$ cat src/olpf_pkg.sv
// Shared types, constants and tables for the odometry and landmark pose fusion block.
package olpf_pkg;

    // CORDIC iteration count; the arctangent table covers at most TABLE_LEN steps.
    localparam int CORDIC_STEPS = 16;
    localparam int TABLE_LEN    = 24;
    localparam int CORDIC_ITERS = (CORDIC_STEPS < TABLE_LEN) ? CORDIC_STEPS : TABLE_LEN;
    localparam int CNT_W        = $clog2(TABLE_LEN);

    // Internal datapath widths: wide vectors for CORDIC growth, angle accumulator.
    localparam int DW   = 40;
    localparam int ZW   = 34;
    localparam int MBW  = 25;
    localparam int PW   = DW + MBW;

    // Rotation gain, Q24.
    localparam logic signed [MBW-1:0] GAIN_Q24 = 25'sd10188014;

    // Arctangent table, 32 bit binary angles.
    localparam logic [31:0] ATAN_TAB [TABLE_LEN] = '{
        32'h20000000, 32'h12E4051E, 32'h09FB385B, 32'h051111D4, 32'h028B0D43,
        32'h0145D7E1, 32'h00A2F61E, 32'h00517C55, 32'h0028BE53, 32'h00145F2F,
        32'h000A2F98, 32'h000517CC, 32'h00028BE6, 32'h000145F3, 32'h0000A2FA,
        32'h0000517D, 32'h000028BE, 32'h0000145F, 32'h00000A30, 32'h00000518,
        32'h0000028C, 32'h00000146, 32'h000000A3, 32'h00000051
    };

    // Configuration register indexes.
    localparam logic [2:0] REG_ODOM_WEIGHT = 3'd0;
    localparam logic [2:0] REG_LANDMARK_X  = 3'd1;
    localparam logic [2:0] REG_LANDMARK_Y  = 3'd2;
    localparam logic [2:0] REG_REF_X       = 3'd3;
    localparam logic [2:0] REG_REF_Y       = 3'd4;
    localparam logic [2:0] REG_REF_HEADING = 3'd5;

    typedef enum logic {
        CM_ROT,
        CM_VEC
    } cmode_t;

    // Datapath commands issued by the controller.
    typedef enum logic [4:0] {
        OP_NOP,
        OP_LOAD,
        OP_ROT1,
        OP_GX,
        OP_GY,
        OP_GD,
        OP_MXA,
        OP_MXB,
        OP_MXC,
        OP_MYA,
        OP_MYB,
        OP_MYC,
        OP_ROT2,
        OP_VEC1,
        OP_BOD,
        OP_VEC2,
        OP_BOB,
        OP_MBA,
        OP_MBB,
        OP_MBC,
        OP_VEC3,
        OP_FIN
    } op_t;

    typedef enum logic [4:0] {
        ST_IDLE,
        ST_ROT1,
        ST_ROT1_W,
        ST_G1X,
        ST_G1Y,
        ST_G1D,
        ST_MXA,
        ST_MXB,
        ST_MXC,
        ST_MYA,
        ST_MYB,
        ST_MYC,
        ST_ROT2,
        ST_ROT2_W,
        ST_G2X,
        ST_G2Y,
        ST_G2D,
        ST_VEC1,
        ST_VEC1_W,
        ST_BOD,
        ST_VEC2,
        ST_VEC2_W,
        ST_BOB,
        ST_MBA,
        ST_MBB,
        ST_MBC,
        ST_VEC3,
        ST_VEC3_W,
        ST_FIN
    } state_t;

    // Status returned from the datapath to the controller.
    typedef struct packed {
        logic cordic_done;
        logic out_busy;
    } sts_t;

endpackage

$ cat src/olpf_ctrl.sv
// Controller state machine that sequences the fusion datapath.
module olpf_ctrl
    import olpf_pkg::*;
(
    input  logic clk,
    input  logic rst_n,
    input  logic in_valid,
    input  logic obs_valid,
    output logic in_stall,
    input  sts_t sts,
    output op_t  op
);

    state_t state_reg, state_next;

    always_ff @(posedge clk or negedge rst_n)
    begin
        if (!rst_n)
        begin
            state_reg <= ST_IDLE;
        end
        else
        begin
            state_reg <= state_next;
        end
    end

    // Next state.
    always_comb
    begin
        state_next = state_reg;
        unique case (state_reg)
            ST_IDLE:
            begin
                if (in_valid)
                begin
                    state_next = obs_valid ? ST_ROT1 : ST_FIN;
                end
            end
            ST_ROT1:   state_next = ST_ROT1_W;
            ST_ROT1_W: if (sts.cordic_done) state_next = ST_G1X;
            ST_G1X:    state_next = ST_G1Y;
            ST_G1Y:    state_next = ST_G1D;
            ST_G1D:    state_next = ST_MXA;
            ST_MXA:    state_next = ST_MXB;
            ST_MXB:    state_next = ST_MXC;
            ST_MXC:    state_next = ST_MYA;
            ST_MYA:    state_next = ST_MYB;
            ST_MYB:    state_next = ST_MYC;
            ST_MYC:    state_next = ST_ROT2;
            ST_ROT2:   state_next = ST_ROT2_W;
            ST_ROT2_W: if (sts.cordic_done) state_next = ST_G2X;
            ST_G2X:    state_next = ST_G2Y;
            ST_G2Y:    state_next = ST_G2D;
            ST_G2D:    state_next = ST_VEC1;
            ST_VEC1:   state_next = ST_VEC1_W;
            ST_VEC1_W: if (sts.cordic_done) state_next = ST_BOD;
            ST_BOD:    state_next = ST_VEC2;
            ST_VEC2:   state_next = ST_VEC2_W;
            ST_VEC2_W: if (sts.cordic_done) state_next = ST_BOB;
            ST_BOB:    state_next = ST_MBA;
            ST_MBA:    state_next = ST_MBB;
            ST_MBB:    state_next = ST_MBC;
            ST_MBC:    state_next = ST_VEC3;
            ST_VEC3:   state_next = ST_VEC3_W;
            ST_VEC3_W: if (sts.cordic_done) state_next = ST_FIN;
            ST_FIN:    if (!sts.out_busy) state_next = ST_IDLE;
            default:   state_next = ST_IDLE;
        endcase
    end

    // Commands to the datapath.
    always_comb
    begin
        op       = OP_NOP;
        in_stall = 1'b1;
        unique case (state_reg)
            ST_IDLE:
            begin
                in_stall = 1'b0;
                op       = in_valid ? OP_LOAD : OP_NOP;
            end
            ST_ROT1: op = OP_ROT1;
            ST_G1X:  op = OP_GX;
            ST_G1Y:  op = OP_GY;
            ST_G1D:  op = OP_GD;
            ST_MXA:  op = OP_MXA;
            ST_MXB:  op = OP_MXB;
            ST_MXC:  op = OP_MXC;
            ST_MYA:  op = OP_MYA;
            ST_MYB:  op = OP_MYB;
            ST_MYC:  op = OP_MYC;
            ST_ROT2: op = OP_ROT2;
            ST_G2X:  op = OP_GX;
            ST_G2Y:  op = OP_GY;
            ST_G2D:  op = OP_GD;
            ST_VEC1: op = OP_VEC1;
            ST_BOD:  op = OP_BOD;
            ST_VEC2: op = OP_VEC2;
            ST_BOB:  op = OP_BOB;
            ST_MBA:  op = OP_MBA;
            ST_MBB:  op = OP_MBB;
            ST_MBC:  op = OP_MBC;
            ST_VEC3: op = OP_VEC3;
            ST_FIN:  op = sts.out_busy ? OP_NOP : OP_FIN;
            default: op = OP_NOP;
        endcase
    end

    // A transaction is only taken while the sequencer is idle.
    a_accept_idle: assert property (@(posedge clk) disable iff (!rst_n)
        (in_valid && !in_stall) |-> (state_reg == ST_IDLE))
        else $error("input taken while the sequencer is busy");

    // A free result register always lets the result out and returns to idle.
    a_fin_leaves: assert property (@(posedge clk) disable iff (!rst_n)
        (state_reg == ST_FIN && !sts.out_busy) |=> (state_reg == ST_IDLE))
        else $error("result not issued from the final state");

    // A finished CORDIC run moves the sequencer on from the wait state.
    a_wait_done: assert property (@(posedge clk) disable iff (!rst_n)
        ((state_reg == ST_ROT1_W || state_reg == ST_VEC3_W) && sts.cordic_done)
        |=> (state_reg != $past(state_reg)))
        else $error("CORDIC completion missed");

endmodule

$ cat config.mk
export PLATFORM = sky130hd
export DESIGN_NAME = olpf_ctrl
export DESIGN_NICKNAME = d
export VERILOG_FILES = /design/src/olpf_pkg.sv /design/src/olpf_ctrl.sv
export SDC_FILE = /design/constraint.sdc
export NUM_CORES = 1
export LEC_CHECK = 0
export ABC_AREA = 1
export BUFFER_PORTS_ARGS = -buffer_cell sky130_fd_sc_hd__buf_2
export CORE_MARGIN = 8
export CORE_UTILIZATION = 35
export CTS_CLUSTER_DIAMETER = 30
export CTS_CLUSTER_SIZE = 8
export DETAILED_ROUTE_END_ITERATION = 12
export HOLD_SLACK_MARGIN = 0.15
export PLACE_DENSITY = 0.64
export SYNTH_ARGS = -nofsm -noshare
export SYNTH_HDL_FRONTEND = slang
export SYNTH_SLANG_ARGS = --single-unit
$ cat constraint.sdc
create_clock -name clk -period 4.2 [get_ports clk]
set_input_delay 0.84 -clock clk [delete_from_list [all_inputs] [get_ports clk]]
set_output_delay 0.84 -clock clk [all_outputs]
set_load 0.005 [all_outputs]
[Yosys cells after proc, flatten, opt, wreduce, memory -nomap -nowiden]
Index checks and enable logic that the tools add are counted.
Operators by class
  shift operators: 0
  multipliers: 0
  reductions and logical operators: 5
  mux-type cells: 13
  bitwise gates (word level): 0
  add/sub/neg operators: 0
  magnitude comparators: 0
  div/mod/pow operators: 0
  equal/unequal tests: 35
Operator list (number)
  $pmux W5 S29: 1
  $pmux W5 S21: 1
  $eq A5 B5 Y1 const B: 13
  $mux W5: 9
  $eq A5 B4 Y1 const B: 8
  $eq A5 B3 Y1 const B: 4
  $ne A2 B2 Y1 const B: 7
  $eq A5 B2 Y1 const B: 2
  $reduce_and A7 Y1: 1
  $reduce_or A2 Y1: 3
  $eq A5 B1 Y1 const B: 1
  $logic_not A5 Y1: 1
  $mux W1: 2
Word-level totals
  latch bits: 0
  memories kept: 0
  output and inout port bits: 6
  ROM bits: 0
  flip-flop bits (word level): 5
  input port bits: 6
  memory bits (writable): 0
  word-level logic and storage cells: 54

[Logic depth before layout (Yosys ltp)]
Gate-level depths: netlist of the first run.
  depth after elaboration: 3
  gate-level depth with buffers: 10
  mapped depth without buffers: 9

[Least setup slack after synthesis of the first run]
No wires, ideal clock.
  path type: input-to-output
  start point: input port sts[0] in the netlist's numbering
  end point: output port op[0]
  buffers on the path: 0
  slack: 2.165 ns
  arrival: 1.195 ns
  data required time: 3.360 ns
  stages on the path: 4
  cell sequence: inv_1 nand4_1 o21ai_0 nand3b_1
On the way
  longest elaborated chain between the ends: 2
Ends and longest elaborated chain
  from (decl): RTL line olpf_ctrl.sv:10  | input sts_t sts,
  $mux W5: RTL line olpf_ctrl.sv:105  | ST_FIN: op = sts.out_busy ? OP_NOP : OP_FIN;
  $pmux W5 S21: RTL line olpf_ctrl.sv:77  | unique case (state_reg)
  to (decl): RTL line olpf_ctrl.sv:11  | output op_t op
No other way between the ends.

[Worst setup path after layout of the first run]
  start point: register state_reg[4]
  end point: output port op[0]
On the way
  longest elaborated chain between the ends: 3
  elaborated cells on any way between the ends: 28
  classes of those cells: eq/ne (23); mux (1); reduce/logical (4)
Ends and longest elaborated chain
  from (decl): RTL line olpf_ctrl.sv:14  | state_t state_reg, state_next;
  from (signal assigned): RTL line olpf_ctrl.sv:24  | state_reg <= state_next;
  $eq A5 B5 Y1 (tied with other cells): RTL line olpf_ctrl.sv:77
  $reduce_or A2 Y1 (no source line)
  $pmux W5 S21 (*): RTL line olpf_ctrl.sv:77
Every way passes the cells marked *; elsewhere a longest branch is shown, timed or not.

==> results.py, run 1 <==
metrics = {
    "critical_path": {
        "critPathCaptureType": "output pin",
        "critPathMaxStageDelay_ns": 0.72,
        "worstPathRequired_ns": 3.36,
        "r2r_setup_slack_ns": 2.45,
        "cp_slowest_cell": "dfrtp_1",
        "worstReg2RegEnd": "state_reg[4]$_DFFE_PN0P_",
        "critPathBufInv": 2,
        "path_max_fanout": 19,
        "criticalPathCategory": "register to output pin",
        "r2r.worst_path.cells": 7,
        "crit_family": "flip-flops",
        "worstSetupStartpointType": "register",
        "arrival_ns": 1.90,
        "r2r_start": "state_reg[4]$_DFFE_PN0P_",
        "path_cells": "inv_2 -> nand3_1 -> o21ai_0 -> nor3_1 -> nand3b_1 -> buf_2",
    },
    "layout": {
        "largest_reg_flops": 5,
        "drive_above_1_share": 0.244,
        "syn_to_final_growth_pct": 7.54,
        "n_fill_cell": 242,
        "instances_no_fill": 163,
        "nNetsFinal": 142,
        "num_antenna_cells": 0,
    },
    "placed_design": {
        "gp_congestion": 0.917,
        "io_buffers": 11,
        "hpwl_mm": 1.65,
        "dp.cells": 159,
    },
    "cts": {
        "clkTransAtPathRegs_ns": 0.04,
        "ctsHoldBuffers": 0,
        "cts_inserted_buffers": 3,
        "htree_levels": 1,
        "clock-sinks": 5,
        "cts_root_buf": "clkbuf_4",
        "post_cts_buffers": 0,
        "cts.path.max_buffers": 2,
        "cts_resized": 0,
        "cts_tree": "built",
        "clk_latency_ns": 0.23,
    },
    "logic_synthesis": {
        "syn_area_sq_um": 779,
        "ys_types": 25,
        "yosys-top-cells-area": "dfrtp_1, nand2_1, nor2_1",
        "postSynthAreaPerCell_sq_um": 6.19,
        "async_flop_share": 1.00,
        "synthXorXnorAreaFrac": 0,
        "ys_ff_latch": 5,
        "synth_simple_gate_area_frac": 0.583,
        "synth_top_family_by_area": "simple AND/OR/NAND/NOR gates",
        "ys.warnings.count": 0,
        "syn-num-nets": 132,
        "ys_seq_area_frac": 0.161,
        "syn_inst": 126,
        "yosysTopAreaCellShare": 0.161,
        "muxShareOfSynthArea": 0,
        "synth-edff-count": 0,
        "synth_ff_type": "dfrtp_1",
        "yosysTopAreaCell": "dfrtp_1",
        "synth-compound-area-share": 0.120,
        "synthAdderAreaFrac": 0,
    },
    "drt": {
        "routed_wl_mm": 2.10,
        "ant_nets": 0,
        "vias": 904,
        "first_iter_violations": 71,
        "wl_per_cell_um": 12.9,
        "viasPerCell": 5.55,
        "drt_first_pass_iters": 4,
        "drcViolationCount": 0,
    },
    "power_and_ir_drop": {
        "ir_drop_v": 0.000266,
        "p_per_area_nw_per_um2": 798,
        "p_leak_uw": 0.000410,
    },
    "sta": {
        "grt_setup_unrepaired": "no",
        "period_share": 0.653,
        "period_minus_slack_ns": 2.74,
        "clock-skew-final_ns": 0.00126,
        "max_freq_mhz": 365,
        "setup_violations": 0,
        "tightest_slew_ns": 0.613,
        "slew_violations": 0,
        "hold_viol": 0,
        "relSlewSlack": 0.591,
        "tns_ns": 0,
    },
    "global_routing": {
        "track_usage": 0.105,
        "grt_antenna_before_repair": 0,
        "grt_pass1_vias": 879,
        "overflow": 0,
        "grt_pass1_wl_mm": 3.62,
        "grt_max_degree": 20,
    },
    "die": {
        "die_width_um": 63.2,
        "core_sq_um": 2150,
        "start_util": 0.363,
        "die_area_sq_um": 3990,
        "ios": 12,
        "die_h_um": 63.2,
        "rows": 17,
    },
    "min_path": {
        "hold_path.class": "primary input to asynchronous set/reset pin",
    },
    "run": {
        "maxCapViolations": 0,
    },
    "status": {
        "status": "complete, no violations",
    },
}
==> metrics by stage <==
stage	cell area (sq um)	hold WS [ns]	setup WS, ns	util	total power [uW]
2_1_floorplan	779	0.544	2.16	-	517
3_3_place_gp	812	0.617	1.82	0.378	607
3_5_place_dp	812	0.624	1.73	0.378	610
4_1_cts	838	0.402	1.47	0.390	667
5_1_grt	838	0.407	1.33	0.390	736
6_report	838	0.406	1.46	0.390	669
==> worst reg2reg max path: stages (launching register included) <==
cell and delay [ns]:
dfrtp_1 0.72, inv_2 0.25, nand4_1 0.18, nand2_2 0.08, nor2_4 0.19, nand2_4 0.09
nand2_1 0.06, nand2_1 0.06
==> placed cells by master, fill, tap and decap left out <==
| master | Yosys | layout |
|---|---|---|
| nand2_1 | 28 | 28 |
| nor2_1 | 19 | 19 |
| nand3_1 | 13 | 13 |
| buf_2 | 1 | 11 |
| inv_1 | 9 | 9 |
| o21ai_0 | 6 | 6 |
| nand4_1 | 6 | 6 |
| dfrtp_1 | 5 | 5 |
| nor2_4 | 4 | 4 |
| inv_2 | 4 | 4 |
| nor3_1 | 4 | 4 |
| nor2_2 | 3 | 3 |
| nand3_2 | 3 | 3 |
| nand2_2 | 3 | 3 |
| clkbuf_4 | 0 | 3 |
| a21oi_1 | 2 | 2 |
| o211ai_1 | 2 | 2 |
| a31oi_1 | 2 | 2 |
| o2111ai_1 | 2 | 2 |
| nand3_4 | 1 | 1 |
| and2_1 | 1 | 1 |
| nand3b_1 | 1 | 1 |
| nand2_4 | 1 | 1 |
| a32oi_1 | 1 | 1 |
| clkbuf_1 | 0 | 1 |
==> where the power goes <==
group          switching [uW]  internal [uW]  leakage, uW
logic                     293            172     0.000333
clock network            18.0           35.8    0.0000150
registers                78.3           72.8    0.0000619
==> per-layer routing <==
layer | vias up | track usage | wire length (um)
met5 | - | 0 | 0
met1 | 410 | 0.126 | 863
met3 | 2 | 0.00883 | 177
li1 | 444 | - | -
met2 | 48 | 0.181 | 1040
met4 | 0 | 0.0557 | 13
==> worst max-delay path by stage <==
stage          cells past startpoint  slack, ns     to                     start
6_report                           6       1.46  op[0]  state_reg[4]$_DFFE_PN0P_
2_1_floorplan                      4       2.16  op[0]                    sts[0]
5_1_grt                            6       1.33  op[0]  state_reg[4]$_DFFE_PN0P_
4_1_cts                            6       1.47  op[0]  state_reg[4]$_DFFE_PN0P_
3_5_place_dp                       6       1.73  op[0]  state_reg[4]$_DFFE_PN0P_
3_3_place_gp                       6       1.82  op[0]  state_reg[4]$_DFFE_PN0P_
==> synthesized netlist by cell type (4+ instances only) <==
cell type,number
inv_1,9
inv_2,4
nor2_1,19
nand2_1,28
dfrtp_1,5
nand3_1,13
nand4_1,6
nor3_1,4
buf_6,4
o21ai_0,6
nor2_4,4
==> area by class of cell <==
| class | count | area (sq um) | area share |
|---|---|---|---|
| timing repair buffer | 11 | 55.1 | 0.0657 |
| clock buffer | 4 | 26.3 | 0.0313 |
| tap | 28 | 35.0 | 0.0418 |
| multi-input combinational | 102 | 548 | 0.654 |
| sequential | 5 | 125 | 0.149 |
| inverter | 13 | 48.8 | 0.0582 |
==> logic make-up (layout without fill, tap and decap cells) <==
family | Yosys count | count (layout)
DFF | 5 | 5
buffers and inverters | 19 | 28
and+or+nand+nor | 87 | 87
AOI/OAI and AO/OA | 15 | 15
(Power assumes the default switching activity.)
==> inputs of run 2 (changes only) <==
clock period = 2.6 ns   (was 4.2 ns; I/O delays follow)
==> run 2 against run 1 <==
Net effect: hold slack better by 0.21 ns; sequential power up 46%; clock-buffer cell count unchanged; final area up 2.1%; combinational power up 67%; highest routed layer is now met3; total power up 63%; core utilization up 0.82 points; register-to-register slack worse by 1.4 ns; sequential cell count unchanged; first-iteration DRC count down 54%; largest power group unchanged; wire length down 1.6%.
==> results.py, run 2 (synthesized netlist as in run 1, its figures left out) <==
metrics = {
    "cts": {
        "cts.path.max_buffers": 2,
        "clk_latency_ns": 0.24,
        "cts_root_buf": "clkbuf_4",
        "cts_inserted_buffers": 3,
        "clock-sinks": 5,
        "cts_tree": "built",
        "htree_levels": 1,
        "clkTransAtPathRegs_ns": 0.04,
    },
    "sta": {
        "slew_violations": 0,
        "period_share": 0.849,
        "tightest_slew_ns": 0.401,
        "clock-skew-final_ns": 0.00119,
        "setup_violations": 0,
        "tns_ns": 0,
        "period_minus_slack_ns": 2.21,
        "relSlewSlack": 0.732,
        "whs_ns": 0.614,
        "grt_setup_unrepaired": "no",
        "max_freq_mhz": 453,
        "hold_viol": 0,
    },
    "layout": {
        "n_fill_cell": 242,
        "syn_to_final_growth_pct": 9.79,
        "num_antenna_cells": 0,
        "fin_util": 0.398,
        "layout_commonest_cell": "nand2_1",
        "largest_reg_flops": 5,
        "final_cell_mix": "nand2_1, nor2_1, nand3_1",
        "drive_above_1_share": 0.248,
        "nNetsFinal": 144,
    },
    "die": {
        "rows": 17,
        "die_width_um": 63.2,
        "core_sq_um": 2150,
        "start_util": 0.363,
        "die_area_sq_um": 3990,
        "ios": 12,
        "die_h_um": 63.2,
    },
    "critical_path": {
        "r2r.worst_path.cells": 9,
        "path_max_fanout": 9,
        "worstPathRequired_ns": 2.08,
        "crit_end": "op[2]",
        "path_cells": "nor2_2 -> nand2_1 -> o21ai_0 -> nor2_1 -> nand4_1 -> buf_2",
        "r2r_setup_slack_ns": 1.06,
        "r2r_start": "state_reg[3]$_DFFE_PN0P_",
        "criticalPathCategory": "register to output pin",
        "worstSetupStartpointType": "register",
        "critPathCaptureType": "output pin",
        "arrival_ns": 1.69,
        "worstReg2RegEnd": "state_reg[2]$_DFFE_PN0P_",
        "startpoint": "state_reg[0]$_DFFE_PN0P_",
        "critPathMaxStageDelay_ns": 0.51,
        "cp_slowest_cell": "dfrtp_1",
    },
    "global_routing": {
        "overflow": 0,
        "track_usage": 0.108,
        "grt_antenna_before_repair": 0,
        "grt_pass1_vias": 884,
        "grt_pass1_wl_mm": 3.73,
        "grt_max_degree": 13,
    },
    "placed_design": {
        "gp_congestion": 0.988,
        "hpwl_mm": 1.64,
        "io_buffers": 11,
    },
    "power_and_ir_drop": {
        "ir_drop_v": 0.000407,
        "p_leak_uw": 0.000419,
        "p_per_area_nw_per_um2": 1270,
    },
    "drt": {
        "drcViolationCount": 0,
        "first_iter_violations": 33,
        "drt_first_pass_iters": 6,
        "vias": 894,
        "ant_nets": 0,
        "routed_wl_mm": 2.06,
        "wl_per_cell_um": 12.5,
        "viasPerCell": 5.42,
    },
    "min_path": {
        "hold_path.class": "register to register",
    },
    "run": {
        "maxCapViolations": 0,
    },
    "status": {
        "status": "complete, no violations",
    },
}
[run 2: area by class of cell]
type                       count  area, sq um  area share
inverter                      13         48.8      0.0570
clock buffer                   4         26.3      0.0307
timing repair buffer          13         72.6      0.0848
sequential                     5          125       0.146
multi-input combinational    102          548       0.640
tap                           28         35.0      0.0409
[run 2: worst min-delay path by stage]
stage	start	to	slack (ns)	cells past startpoint
floorplan	rst_n	state_reg[0]$_DFFE_PN0P_	0.22	0
global placement	rst_n	state_reg[3]$_DFFE_PN0P_	0.34	1
detailed placement	rst_n	state_reg[3]$_DFFE_PN0P_	0.34	1
CTS	state_reg[1]$_DFFE_PN0P_	state_reg[1]$_DFFE_PN0P_	0.62	2
global route	rst_n	state_reg[0]$_DFFE_PN0P_	0.63	2
finish	state_reg[1]$_DFFE_PN0P_	state_reg[1]$_DFFE_PN0P_	0.61	2
[run 2: repair_timing]
item / 4_1_cts / 5_1_grt
hold buffers: 1 / 0
hold endpoints to repair: 5 / 0
buffers inserted: 0 / 0
resized for setup: 0 / 0
[run 2: where the power goes]
group	internal (uW)	switching [uW]
clock network	58.0	31.8
logic	286	492
registers	118	103
[run 2: metal layers]
layer  vias to the layer above  routed length (um)  track usage  part of all wire
li1                        443                   -            -                 -
met1                       414                 913        0.136              0.44
met2                        37                1040        0.181              0.51
met3                         0                 106       0.0177             0.051
met4                         0                   0       0.0418                 0
met5                         -                   0            0                 0
[run 2: critical path, delay by kind of cell, from the launching register on]
family                 cells  cell delay, ns
AND/OR/NAND/NOR            4            0.64
buffers and inverters      1            0.12
flip-flops                 1            0.51
AO/OA/AOI/OAI              1            0.18
[run 2: metrics by stage]
stage	setup slack, ns	instances	total power [uW]	instance area [sq um]
finish	0.392	165	1090	856
global route	0.200	165	1210	856
CTS	0.391	165	1090	856
detailed placement	0.661	160	991	820
global placement	0.625	160	989	820
floorplan	0.967	126	835	779
